`src/design/shuffled_lcg_uniform_generator_assert.svh`:
```
// ----------------------------------------------------------------------------
// Assertion macros for the shuffled LCG uniform generator
// Shared concurrent assertion forms used by the controller and datapath.
// ----------------------------------------------------------------------------
`ifndef SHUFFLED_LCG_UNIFORM_GENERATOR_ASSERT_SVH
`define SHUFFLED_LCG_UNIFORM_GENERATOR_ASSERT_SVH

// Same-cycle implication
`define SLCG_ASSERT_IMP(lbl, clk, rst, ante, cons) \
   lbl: assert property (@(posedge clk) disable iff (rst) (ante) |-> (cons)) \
      else $error("slcg: same-cycle check failed");

// Next-cycle implication
`define SLCG_ASSERT_NXT(lbl, clk, rst, ante, cons) \
   lbl: assert property (@(posedge clk) disable iff (rst) (ante) |=> (cons)) \
      else $error("slcg: next-cycle check failed");

`endif

```
`src/design/slcg_pkg.sv`:
```
`timescale 1ns / 1ps
// ----------------------------------------------------------------------------
// slcg_pkg
// Constants and controller/datapath interface types of the shuffled
// minimal-standard uniform generator.
// ----------------------------------------------------------------------------
package slcg_pkg;

   localparam int VALUE_W = 31;
   localparam int FRAC_W  = 24;
   localparam int MULT_W  = 15;

   // Park-Miller multiplier and modulus 2^31-1
   localparam logic [MULT_W-1:0]  MS_MULT  = 15'd16807;
   localparam logic [VALUE_W-1:0] MS_MOD   = 31'h7FFF_FFFF;
   // Q0.24 clamp for an all-ones fraction, one step below the largest value
   localparam logic [FRAC_W-1:0]  FRAC_MAX = 24'd16777214;

   // controller -> datapath commands
   typedef struct packed {
      logic seed_load;   // load generator from seed, start warm-up count
      logic step_mul;    // generator product register
      logic slot_mul;    // reciprocal product for slot index
      logic step_red;    // fold product mod 2^31-1 into generator
      logic warm_fill;   // warm-up table write and count down
      logic slot_read;   // issue table read at slot index
      logic commit;      // update held value, table slot and output register
   } cmd_type;

   // datapath -> controller status
   typedef struct packed {
      logic held_zero;
      logic gen_zero;
      logic count_zero;
      logic out_free;
   } status_type;

endpackage

```
`src/design/slcg_ram.sv`:
```
`timescale 1ns / 1ps
// ----------------------------------------------------------------------------
// slcg_ram
// Generic single-write, single-read RAM with registered read data.
// ----------------------------------------------------------------------------
module slcg_ram #(
   parameter int WIDTH = 31,
   parameter int DEPTH = 32,
   localparam int ADDR_W = (DEPTH > 1) ? $clog2(DEPTH) : 1
) (
   input  logic              clock,
   input  logic              wr_en,
   input  logic [ADDR_W-1:0] wr_addr,
   input  logic [WIDTH-1:0]  wr_data,
   input  logic              rd_en,
   input  logic [ADDR_W-1:0] rd_addr,
   output logic [WIDTH-1:0]  rd_data
);

   logic [WIDTH-1:0] mem_ff [DEPTH];
   logic [WIDTH-1:0] rd_data_ff;

   // storage array and registered read port
   always_ff @(posedge clock) begin
      if (wr_en) begin
         mem_ff[wr_addr] <= wr_data;
      end
      if (rd_en) begin
         rd_data_ff <= mem_ff[rd_addr];
      end
   end

   assign rd_data = rd_data_ff;

endmodule

```
`src/design/slcg_ctrl.sv`:
```
`timescale 1ns / 1ps
// ----------------------------------------------------------------------------
// slcg_ctrl
// Sequencer for reseed/warm-up and draw transactions.
// ----------------------------------------------------------------------------
`include "shuffled_lcg_uniform_generator_assert.svh"

module slcg_ctrl (
   input  logic                   clock,
   input  logic                   reset,
   input  logic                   req_valid,
   input  logic                   restart,
   output logic                   req_ready,
   input  slcg_pkg::status_type   status,
   output slcg_pkg::cmd_type      cmd
);

   typedef enum logic [6:0] {
      ST_IDLE = 7'b0000001,
      ST_SEED = 7'b0000010,
      ST_WMUL = 7'b0000100,
      ST_WRED = 7'b0001000,
      ST_DMUL = 7'b0010000,
      ST_DRED = 7'b0100000,
      ST_DWR  = 7'b1000000
   } state_type;

   state_type state_ff, state_in;
   logic      need_warm;

   assign req_ready = (state_ff == ST_IDLE);
   // reseed on request, or when never seeded / generator dead
   assign need_warm = restart | status.held_zero | status.gen_zero;

   // next state
   always_comb begin
      state_in = state_ff;
      case (state_ff)
         ST_IDLE: begin
            if (req_valid) begin
               state_in = need_warm ? ST_SEED : ST_DMUL;
            end
         end
         ST_SEED: state_in = ST_WMUL;
         ST_WMUL: state_in = ST_WRED;
         ST_WRED: begin
            state_in = status.count_zero ? ST_DMUL : ST_WMUL;
         end
         ST_DMUL: state_in = ST_DRED;
         ST_DRED: state_in = ST_DWR;
         ST_DWR: begin
            if (status.out_free) begin
               state_in = ST_IDLE;
            end
         end
         default: state_in = ST_IDLE;
      endcase
   end

   // command decode
   always_comb begin
      cmd = '0;
      case (state_ff)
         ST_SEED: cmd.seed_load = 1'b1;
         ST_WMUL: cmd.step_mul  = 1'b1;
         ST_WRED: begin
            cmd.step_red  = 1'b1;
            cmd.warm_fill = 1'b1;
         end
         ST_DMUL: begin
            cmd.step_mul = 1'b1;
            cmd.slot_mul = 1'b1;
         end
         ST_DRED: begin
            cmd.step_red  = 1'b1;
            cmd.slot_read = 1'b1;
         end
         ST_DWR:  cmd.commit = status.out_free;
         default: cmd = '0;
      endcase
   end

   // state register
   always_ff @(posedge clock) begin
      if (reset) begin
         state_ff <= ST_IDLE;
      end else begin
         state_ff <= state_in;
      end
   end

   // assertions
   `SLCG_ASSERT_NXT(a_warm_entry, clock, reset, req_ready && req_valid && need_warm, state_ff == ST_SEED)
   `SLCG_ASSERT_NXT(a_plain_entry, clock, reset, req_ready && req_valid && !need_warm, state_ff == ST_DMUL)
   `SLCG_ASSERT_NXT(a_warm_exit, clock, reset, cmd.warm_fill && status.count_zero, state_ff == ST_DMUL)

endmodule

```
`src/design/slcg_datapath.sv`:
```
`timescale 1ns / 1ps
// ----------------------------------------------------------------------------
// slcg_datapath
// Generator step (multiply, fold mod 2^31-1), slot index by reciprocal
// multiply, shuffle table and output register.
// ----------------------------------------------------------------------------
`include "shuffled_lcg_uniform_generator_assert.svh"

module slcg_datapath #(
   parameter int TABLE_DEPTH = 32
) (
   input  logic                                 clock,
   input  logic                                 reset,
   input  logic                                 csr_valid,
   input  logic [slcg_pkg::VALUE_W-1:0]         csr_wdata,
   input  slcg_pkg::cmd_type                    cmd,
   output slcg_pkg::status_type                 status,
   input  logic                                 rsp_tready,
   output logic                                 rsp_tvalid,
   output logic [slcg_pkg::VALUE_W-1:0]         rsp_raw,
   output logic [slcg_pkg::FRAC_W-1:0]          rsp_frac
);

   localparam int VW     = slcg_pkg::VALUE_W;
   localparam int PROD_W = VW + slcg_pkg::MULT_W;
   localparam int AW     = (TABLE_DEPTH > 1) ? $clog2(TABLE_DEPTH) : 1;
   localparam int QW     = AW + 1;
   localparam int CNT_W  = $clog2(TABLE_DEPTH + 8);

   // slot = held / SLOT_DIV, done as exact reciprocal multiply and shift
   localparam logic [63:0] SLOT_DIV   = 64'd1 + (64'(slcg_pkg::MS_MOD) - 64'd1)
                                               / 64'(TABLE_DEPTH);
   localparam int          SLOT_LOG   = $clog2(SLOT_DIV);
   localparam int          SLOT_SHIFT = VW + SLOT_LOG;
   localparam logic [31:0] SLOT_MULT  = 32'(((64'd1 << SLOT_SHIFT) + SLOT_DIV - 64'd1)
                                               / SLOT_DIV);

   logic [VW-1:0]     seed_ff;
   logic [VW-1:0]     gen_ff, gen_in;
   logic [VW-1:0]     held_ff, held_in;
   logic [PROD_W-1:0] prod_ff;
   logic [63:0]       recip_ff;
   logic [CNT_W-1:0]  count_ff, count_in;
   logic [AW-1:0]     slot_ff;
   logic              rsp_valid_ff, rsp_valid_in;
   logic [VW-1:0]     out_raw_ff;
   logic [slcg_pkg::FRAC_W-1:0] out_frac_ff, frac_val;

   logic [VW:0]       fold_sum;
   logic [VW-1:0]     gen_red;
   logic [QW-1:0]     slot_quot;
   logic [AW-1:0]     slot_idx;
   logic              count_in_table;
   logic              ram_wr_en;
   logic [AW-1:0]     ram_wr_addr;
   logic [VW-1:0]     ram_wr_data;
   logic [VW-1:0]     ram_rd_data;

   // seed register; the user must write it only while idle, which the block does not enforce
   always_ff @(posedge clock) begin
      if (reset) begin
         seed_ff <= {{(VW-1){1'b0}}, 1'b1};
      end else if (csr_valid) begin
         seed_ff <= csr_wdata;
      end
   end

   // 2^31 == 1 mod (2^31-1): fold high part onto low part, one correction
   assign fold_sum = {1'b0, prod_ff[VW-1:0]}
                   + {{(VW+1-slcg_pkg::MULT_W){1'b0}}, prod_ff[PROD_W-1:VW]};
   assign gen_red  = (fold_sum >= {1'b0, slcg_pkg::MS_MOD})
                   ? VW'(fold_sum - {1'b0, slcg_pkg::MS_MOD})
                   : fold_sum[VW-1:0];

   // slot index, clamped to the table
   assign slot_quot = recip_ff[SLOT_SHIFT +: QW];
   assign slot_idx  = (slot_quot > QW'(TABLE_DEPTH - 1)) ? AW'(TABLE_DEPTH - 1)
                                                        : slot_quot[AW-1:0];

   assign count_in_table = (32'(count_ff) < TABLE_DEPTH);

   // generator, held value and warm-up counter
   always_comb begin
      gen_in   = gen_ff;
      held_in  = held_ff;
      count_in = count_ff;
      if (cmd.seed_load) begin
         gen_in   = (seed_ff == '0) ? {{(VW-1){1'b0}}, 1'b1} : seed_ff;
         count_in = CNT_W'(TABLE_DEPTH + 7);
      end
      if (cmd.step_red) begin
         gen_in = gen_red;
      end
      if (cmd.warm_fill) begin
         count_in = count_ff - 1'b1;
         if (count_ff == '0) begin
            held_in = gen_red;
         end
      end
      if (cmd.commit) begin
         held_in = ram_rd_data;
      end
   end

   always_ff @(posedge clock) begin
      if (reset) begin
         gen_ff  <= '0;
         held_ff <= '0;
      end else begin
         gen_ff  <= gen_in;
         held_ff <= held_in;
      end
   end

   // products and working registers
   always_ff @(posedge clock) begin
      count_ff <= count_in;
      if (cmd.step_mul) begin
         prod_ff <= {{slcg_pkg::MULT_W{1'b0}}, gen_ff}
                  * {{VW{1'b0}}, slcg_pkg::MS_MULT};
      end
      if (cmd.slot_mul) begin
         recip_ff <= {33'd0, held_ff} * {32'd0, SLOT_MULT};
      end
      if (cmd.slot_read) begin
         slot_ff <= slot_idx;
      end
   end

   // shuffle table port muxing
   always_comb begin
      ram_wr_en   = 1'b0;
      ram_wr_addr = slot_ff;
      ram_wr_data = gen_ff;
      if (cmd.warm_fill) begin
         ram_wr_en   = count_in_table;
         ram_wr_addr = count_ff[AW-1:0];
         ram_wr_data = gen_red;
      end else if (cmd.commit) begin
         ram_wr_en = 1'b1;
      end
   end

   slcg_ram #(
      .WIDTH (VW),
      .DEPTH (TABLE_DEPTH)
   ) u_table (
      .clock   (clock),
      .wr_en   (ram_wr_en),
      .wr_addr (ram_wr_addr),
      .wr_data (ram_wr_data),
      .rd_en   (cmd.slot_read),
      .rd_addr (slot_idx),
      .rd_data (ram_rd_data)
   );

   // Q0.24 fraction, all-ones value clamped to FRAC_MAX
   assign frac_val = (ram_rd_data[VW-1:7] == '1) ? slcg_pkg::FRAC_MAX
                                                 : ram_rd_data[VW-1:7];

   // output register
   always_comb begin
      rsp_valid_in = rsp_valid_ff;
      if (cmd.commit) begin
         rsp_valid_in = 1'b1;
      end else if (rsp_tready) begin
         rsp_valid_in = 1'b0;
      end
   end

   always_ff @(posedge clock) begin
      if (reset) begin
         rsp_valid_ff <= 1'b0;
      end else begin
         rsp_valid_ff <= rsp_valid_in;
      end
   end

   always_ff @(posedge clock) begin
      if (cmd.commit) begin
         out_raw_ff  <= ram_rd_data;
         out_frac_ff <= frac_val;
      end
   end

   assign rsp_tvalid = rsp_valid_ff;
   assign rsp_raw    = out_raw_ff;
   assign rsp_frac   = out_frac_ff;

   assign status.held_zero  = (held_ff == '0);
   assign status.gen_zero   = (gen_ff == '0);
   assign status.count_zero = (count_ff == '0);
   assign status.out_free   = !rsp_valid_ff || rsp_tready;

   // assertions
   `SLCG_ASSERT_NXT(a_gen_reduced, clock, reset, cmd.step_red, gen_ff != slcg_pkg::MS_MOD)
   `SLCG_ASSERT_NXT(a_warm_held, clock, reset, cmd.warm_fill && status.count_zero, held_ff == gen_ff)
   `SLCG_ASSERT_NXT(a_slot_range, clock, reset, cmd.slot_read, 32'(slot_ff) < TABLE_DEPTH)

endmodule

```
`src/design/shuffled_lcg_uniform_generator.sv`:
```
`timescale 1ns / 1ps
// ----------------------------------------------------------------------------
// shuffled_lcg_uniform_generator
// Minimal-standard generator (16807 * x mod 2^31-1) with a Bays-Durham
// shuffle table; one uniform draw per request transaction.
// ----------------------------------------------------------------------------
//  channel  direction  handshake             payload
//  req      in         req_tvalid/tready     tdata[0] restart
//  rsp      out        rsp_tvalid/tready     tdata[30:0] raw, [54:31] fraction
//  csr      in         csr_valid/ready       csr_wdata seed magnitude
//
//  Plain draw: after accept the sequence runs multiply, fold + table read,
//  then table write-back, using the shared generator multiplier and the
//  registered table read; no new request is taken until it returns to idle.
//  Reseed: adds a seed load, then TABLE_DEPTH+8 generator steps, each a
//  multiply then a fold through the same multiply/fold unit.
//  Reset: synchronous; seed returns to 1 and the next draw reseeds. The
//  table needs no clearing.
//  Stalls: a result waits in the output register; the next request is taken
//  meanwhile and only its write-back waits for rsp_tready.
// ----------------------------------------------------------------------------
module shuffled_lcg_uniform_generator #(
   parameter int TABLE_DEPTH = 32
) (
   input  logic        clock,
   input  logic        reset,
   // request stream
   input  logic        req_tvalid,
   output logic        req_tready,
   input  logic [7:0]  req_tdata,   // [0] restart, [7:1] zero
   // result stream
   output logic        rsp_tvalid,
   input  logic        rsp_tready,
   output logic [55:0] rsp_tdata,   // [30:0] raw_value, [54:31] fraction, [55] zero
   // seed register write
   input  logic        csr_valid,
   output logic        csr_ready,
   input  logic [30:0] csr_wdata
);

   slcg_pkg::cmd_type    cmd;
   slcg_pkg::status_type status;
   logic [slcg_pkg::VALUE_W-1:0] rsp_raw;
   logic [slcg_pkg::FRAC_W-1:0]  rsp_frac;

   assign csr_ready = 1'b1;

   slcg_ctrl u_ctrl (
      .clock     (clock),
      .reset     (reset),
      .req_valid (req_tvalid),
      .restart   (req_tdata[0]),
      .req_ready (req_tready),
      .status    (status),
      .cmd       (cmd)
   );

   slcg_datapath #(
      .TABLE_DEPTH (TABLE_DEPTH)
   ) u_datapath (
      .clock      (clock),
      .reset      (reset),
      .csr_valid  (csr_valid),
      .csr_wdata  (csr_wdata),
      .cmd        (cmd),
      .status     (status),
      .rsp_tready (rsp_tready),
      .rsp_tvalid (rsp_tvalid),
      .rsp_raw    (rsp_raw),
      .rsp_frac   (rsp_frac)
   );

   assign rsp_tdata = {1'b0, rsp_frac, rsp_raw};

endmodule
```
`config.mk`:
```
export PLATFORM = sky130hd
export DESIGN_NAME = shuffled_lcg_uniform_generator
export DESIGN_NICKNAME = d
export VERILOG_FILES = /design/src/design/slcg_pkg.sv /design/src/design/slcg_ram.sv /design/src/design/slcg_ctrl.sv /design/src/design/slcg_datapath.sv /design/src/design/shuffled_lcg_uniform_generator.sv
export VERILOG_INCLUDE_DIRS = /design/src /design/src/design
export SDC_FILE = /design/constraint.sdc
export NUM_CORES = 2
export LEC_CHECK = 0
export BUFFER_PORTS_ARGS = -buffer_cell sky130_fd_sc_hd__buf_2
export CORE_MARGIN = 2
export CORE_UTILIZATION = 45
export DETAILED_ROUTE_END_ITERATION = 16
export HOLD_SLACK_MARGIN = 0.02
export SLEW_MARGIN = 20
export SYNTH_ARGS = -nofsm -noshare
export SYNTH_HDL_FRONTEND = slang
export SYNTH_SLANG_ARGS = --single-unit
```
`constraint.sdc`:
```
create_clock -name clock -period 8.9 [get_ports clock]
set_input_delay 1.335 -clock clock [delete_from_list [all_inputs] [get_ports clock]]
set_output_delay 1.335 -clock clock [all_outputs]
set_load 0.05 [all_outputs]
```
==> metrics.cfg <==
[timing]
setup_ws_ns = 1.10
slew_violations = 0
fmax_ghz = 0.128
finalSetupTns_ns = 0
hold_violations = 0
worstMarginPinSlew_ns = 1.07
setup_viol = 0
period_minus_slack_ns = 7.80
rsz0062_at_grt = no
fin_skew_ns = 0.0374
slew_headroom = 0.279
finalCritPeriodShare = 0.877

[synthesis]
synth_cells = 3290
postSynthAreaPerCell_sq_um = 17.1
synth_top_area_cell = edfxtp_1
syn_area_sq_um = 56200
synth.area.top_cells = edfxtp_1 (61%), mux4_2 (12%), ha_1 (4.9%)
synth_top_area_frac = 0.609
synthArstFlopShare = 0
yosysSeqAreaShare = 0.645
synthFlopType = edfxtp_1
ys_ff_latch = 1241
synth_enable_flop_cells = 1140
syn_nets = 3687
yosysWarnings = 0
ys_types = 79

[floorplan]
start_util = 0.454
die_h_um = 357
row_count = 129
die_w_um = 357
die_area_sq_um = 128000
coreArea_sq_um = 124000
io_pins = 103

[pwr]
leakage_nw = 22.9
p_int_w = 0.00952
switchingPower_w = 0.00256
ir_worst_vdd_mv = 0.136
power_frac_seq = 0.526
switching_share = 0.212
totalPowerFinal_w = 0.0121
power_density_nw_per_um2 = 190
clockPowerShare = 0.442
combPwrFrac = 0.032

[critical_path]
crit_chain = inv_1, fa_1, inv_1, ha_1, inv_1, fa_1, inv_1, fa_1, fa_1, inv_1, fa_1, inv_1, ha_1, nand4_1, nor3_1, o211ai_1, a31oi_1, o21ai_0, a31oi_1, a41oi_1, o31ai_1, o211a_1, o21ai_0, xnor2_1
crit_buf_inv = 6
cpMostUsedCell = inv_1
slowest_delay_ns = 0.68
worstPathArrival_ns = 8.29
required_ns = 9.39
critical-path-top-delay-family = adder cells
end_kind = register
ff2ff_setup_slack_ns = 1.10
crit_slowest_cell = dfxtp_1
critical_path_class = reg -> reg
crit_fanout = 6
cp-start-kind = register

[route]
viasPerCell = 5.91
drtAntennaViolNets = 0
drt_drc_violations_left = 0
wire_per_inst_um = 28.8
via_count = 30700
wl_um = 149000
drtPass1Iterations = 6
drt_iter0_markers = 3306

[clock_network]
clock_latency_ns = 0.76
cts_setup_buffers = 0
cts.sinks = 1241
h-tree-depth = 4
cts-resized-gates = 0
cts.path.max_buffers = 3
clockRootBuffer = clkbuf_16
postCtsHoldBufs = 0
cts_tree = yes
numCtsBuffers = 134
clkSlewWorstSetupHoldPaths_ns = 0.06

[place]
port_buffers = 93
post-place-ws_ns = 1.21
post_dp_cell_area_sq_um = 59200
dp_hpwl_um = 94900
gp_congestion = 0.967
dpl.cell_count = 4945

[global_routing]
grt_antenna_before_repair = 3
grt_pass1_wl_um = 216000
grt_max_degree = 98
grt_usage = 0.237
grt_pass1_vias = 31600
grt-ovfl-total = 0

[cells_and_area]
mostFrequentLayoutCell = edfxtp_1
drive_above_1_share = 0.223
antennaDiodeCount = 0
final_cell_mix = edfxtp_1 (1,140), inv_1 (317), mux4_2 (310), ha_1 (219), clkbuf_16 (138)
final_cells = 5187
area_growth_pct = 13.0
fin_area_sq_um = 63500
fin_nets = 3842

[flow_run]
drv_cap = 0

[hold_path]
worst_hold_path_type = reg -> reg

[outcome]
outcome = completed

[state kept, by name (all words and copies together), names as in the netlist, 6 cells and up]
name                        cells
u_datapath.rsp_raw             31
u_datapath.prod_ff             46
u_datapath.u_table.mem_ff     992
u_datapath.rsp_frac            24
u_datapath.gen_ff              31
u_datapath.u_table.rd_data     31
u_ctrl.state_ff                 7
u_datapath.held_ff             31
u_datapath.seed_ff             31
u_datapath.count_ff             6
[cell usage after synthesis (all sizes together), types with 4 or more instances]
cell and count:
o21ai 61, nor3 16, a21oi 80, a221oi 5
xnor2 48, nand3 22, nand2 98, inv 318
nor2b 8, nor4 17, or3 8, a21o 19
mux4 310, fa 134, or2 11, ha 219
a22oi 46, nand4b 4, nor3b 5, buf 39
and2 6, nand3b 5, nand2b 17, dfxtp 101
mux2 32, nor4b 4, o21bai 11, o31ai 9
a31oi 8, mux2i 34, nand4 36, o22ai 40
edfxtp 1140, a211oi 10, clkbuf 110, o31a 4
o211ai 7, a311oi 4, o21a 6, a222oi 13
and4 8, and3 15, nor2 149, xor2 23
[cell type report]
cell class / instances / area, sq um
clock buffers: 169 / 3580
clock inverters: 72 / 608
fillers: 9961 / 60300
inverters: 319 / 1200
multi-input cells: 1581 / 18800
flip-flops and latches: 1241 / 36300
well taps: 1637 / 2050
repair buffers: 168 / 1080
[final timing paths]
path	from	to	cells past startpoint
setup / recovery	u_datapath.gen_ff[17]$_SDFFE_PP0P_	u_datapath.prod_ff[44]$_DFFE_PP_	24
setup reg to reg	u_datapath.gen_ff[17]$_SDFFE_PP0P_	u_datapath.prod_ff[44]$_DFFE_PP_	24
hold / removal	u_datapath.held_ff[28]$_SDFFE_PP0P_	u_datapath.recip_ff[59]$_DFFE_PP_	0
hold reg to reg	u_datapath.held_ff[28]$_SDFFE_PP0P_	u_datapath.recip_ff[59]$_DFFE_PP_	0
[metrics by stage]
| stage | hold WS, ns | utilization |
|---|---|---|
| after global routing | 0.509 | 0.513 |
| after global placement | 0.463 | 0.478 |
| final | 0.493 | 0.513 |
| after CTS | 0.483 | 0.512 |
| after detailed placement | 0.460 | 0.478 |
| after floorplan | 0.426 | - |
[kinds of logic (layout without fill, tap and decap cells)]
group / after synthesis / in the layout / synth area share
and+or+nand+nor: 433 / 433 / 0.0380
xor gates and xnor gates: 71 / 71 / 0.0112
buffers and inverters: 468 / 728 / 0.0315
adders and majority gates: 353 / 353 / 0.0965
other: 2 / 2 / 0.000134
AOI/OAI and AO/OA: 346 / 346 / 0.0411
DFF: 1241 / 1241 / 0.645
muxes: 376 / 376 / 0.137
[worst register-to-register path: stages (launching register included)]
cell and delay [ns]:
dfxtp_1 0.68, inv_1 0.32, fa_1 0.60, inv_1 0.05, ha_1 0.27, inv_1 0.05, fa_1 0.50, inv_1 0.06
fa_1 0.49, fa_1 0.49, inv_1 0.05, fa_1 0.48, inv_1 0.04, ha_1 0.37, nand4_1 0.19, nor3_1 0.34
o211ai_1 0.20, a31oi_1 0.35, o21ai_0 0.18, a31oi_1 0.59, a41oi_1 0.27, o31ai_1 0.47, o211a_1 0.22, o21ai_0 0.11
xnor2_1 0.17
[power groups by stage]
stage | registers [W] | clock network (W) | logic (W)
after floorplan | 0.00647 | 0 | 0.000246
after global placement | 0.00648 | 0 | 0.000366
after detailed placement | 0.00648 | 0 | 0.000377
after CTS | 0.00636 | 0.00544 | 0.000380
after global routing | 0.00636 | 0.00567 | 0.000426
final | 0.00636 | 0.00534 | 0.000385
[layer usage]
layer  part of all wire  wire (um)  track usage
met1               0.41      60800        0.319
met5                  0          0            0
met4              0.023       3410       0.0605
met3              0.070      10500       0.0420
met2               0.50      74800        0.399
(Power assumes the default switching activity.)
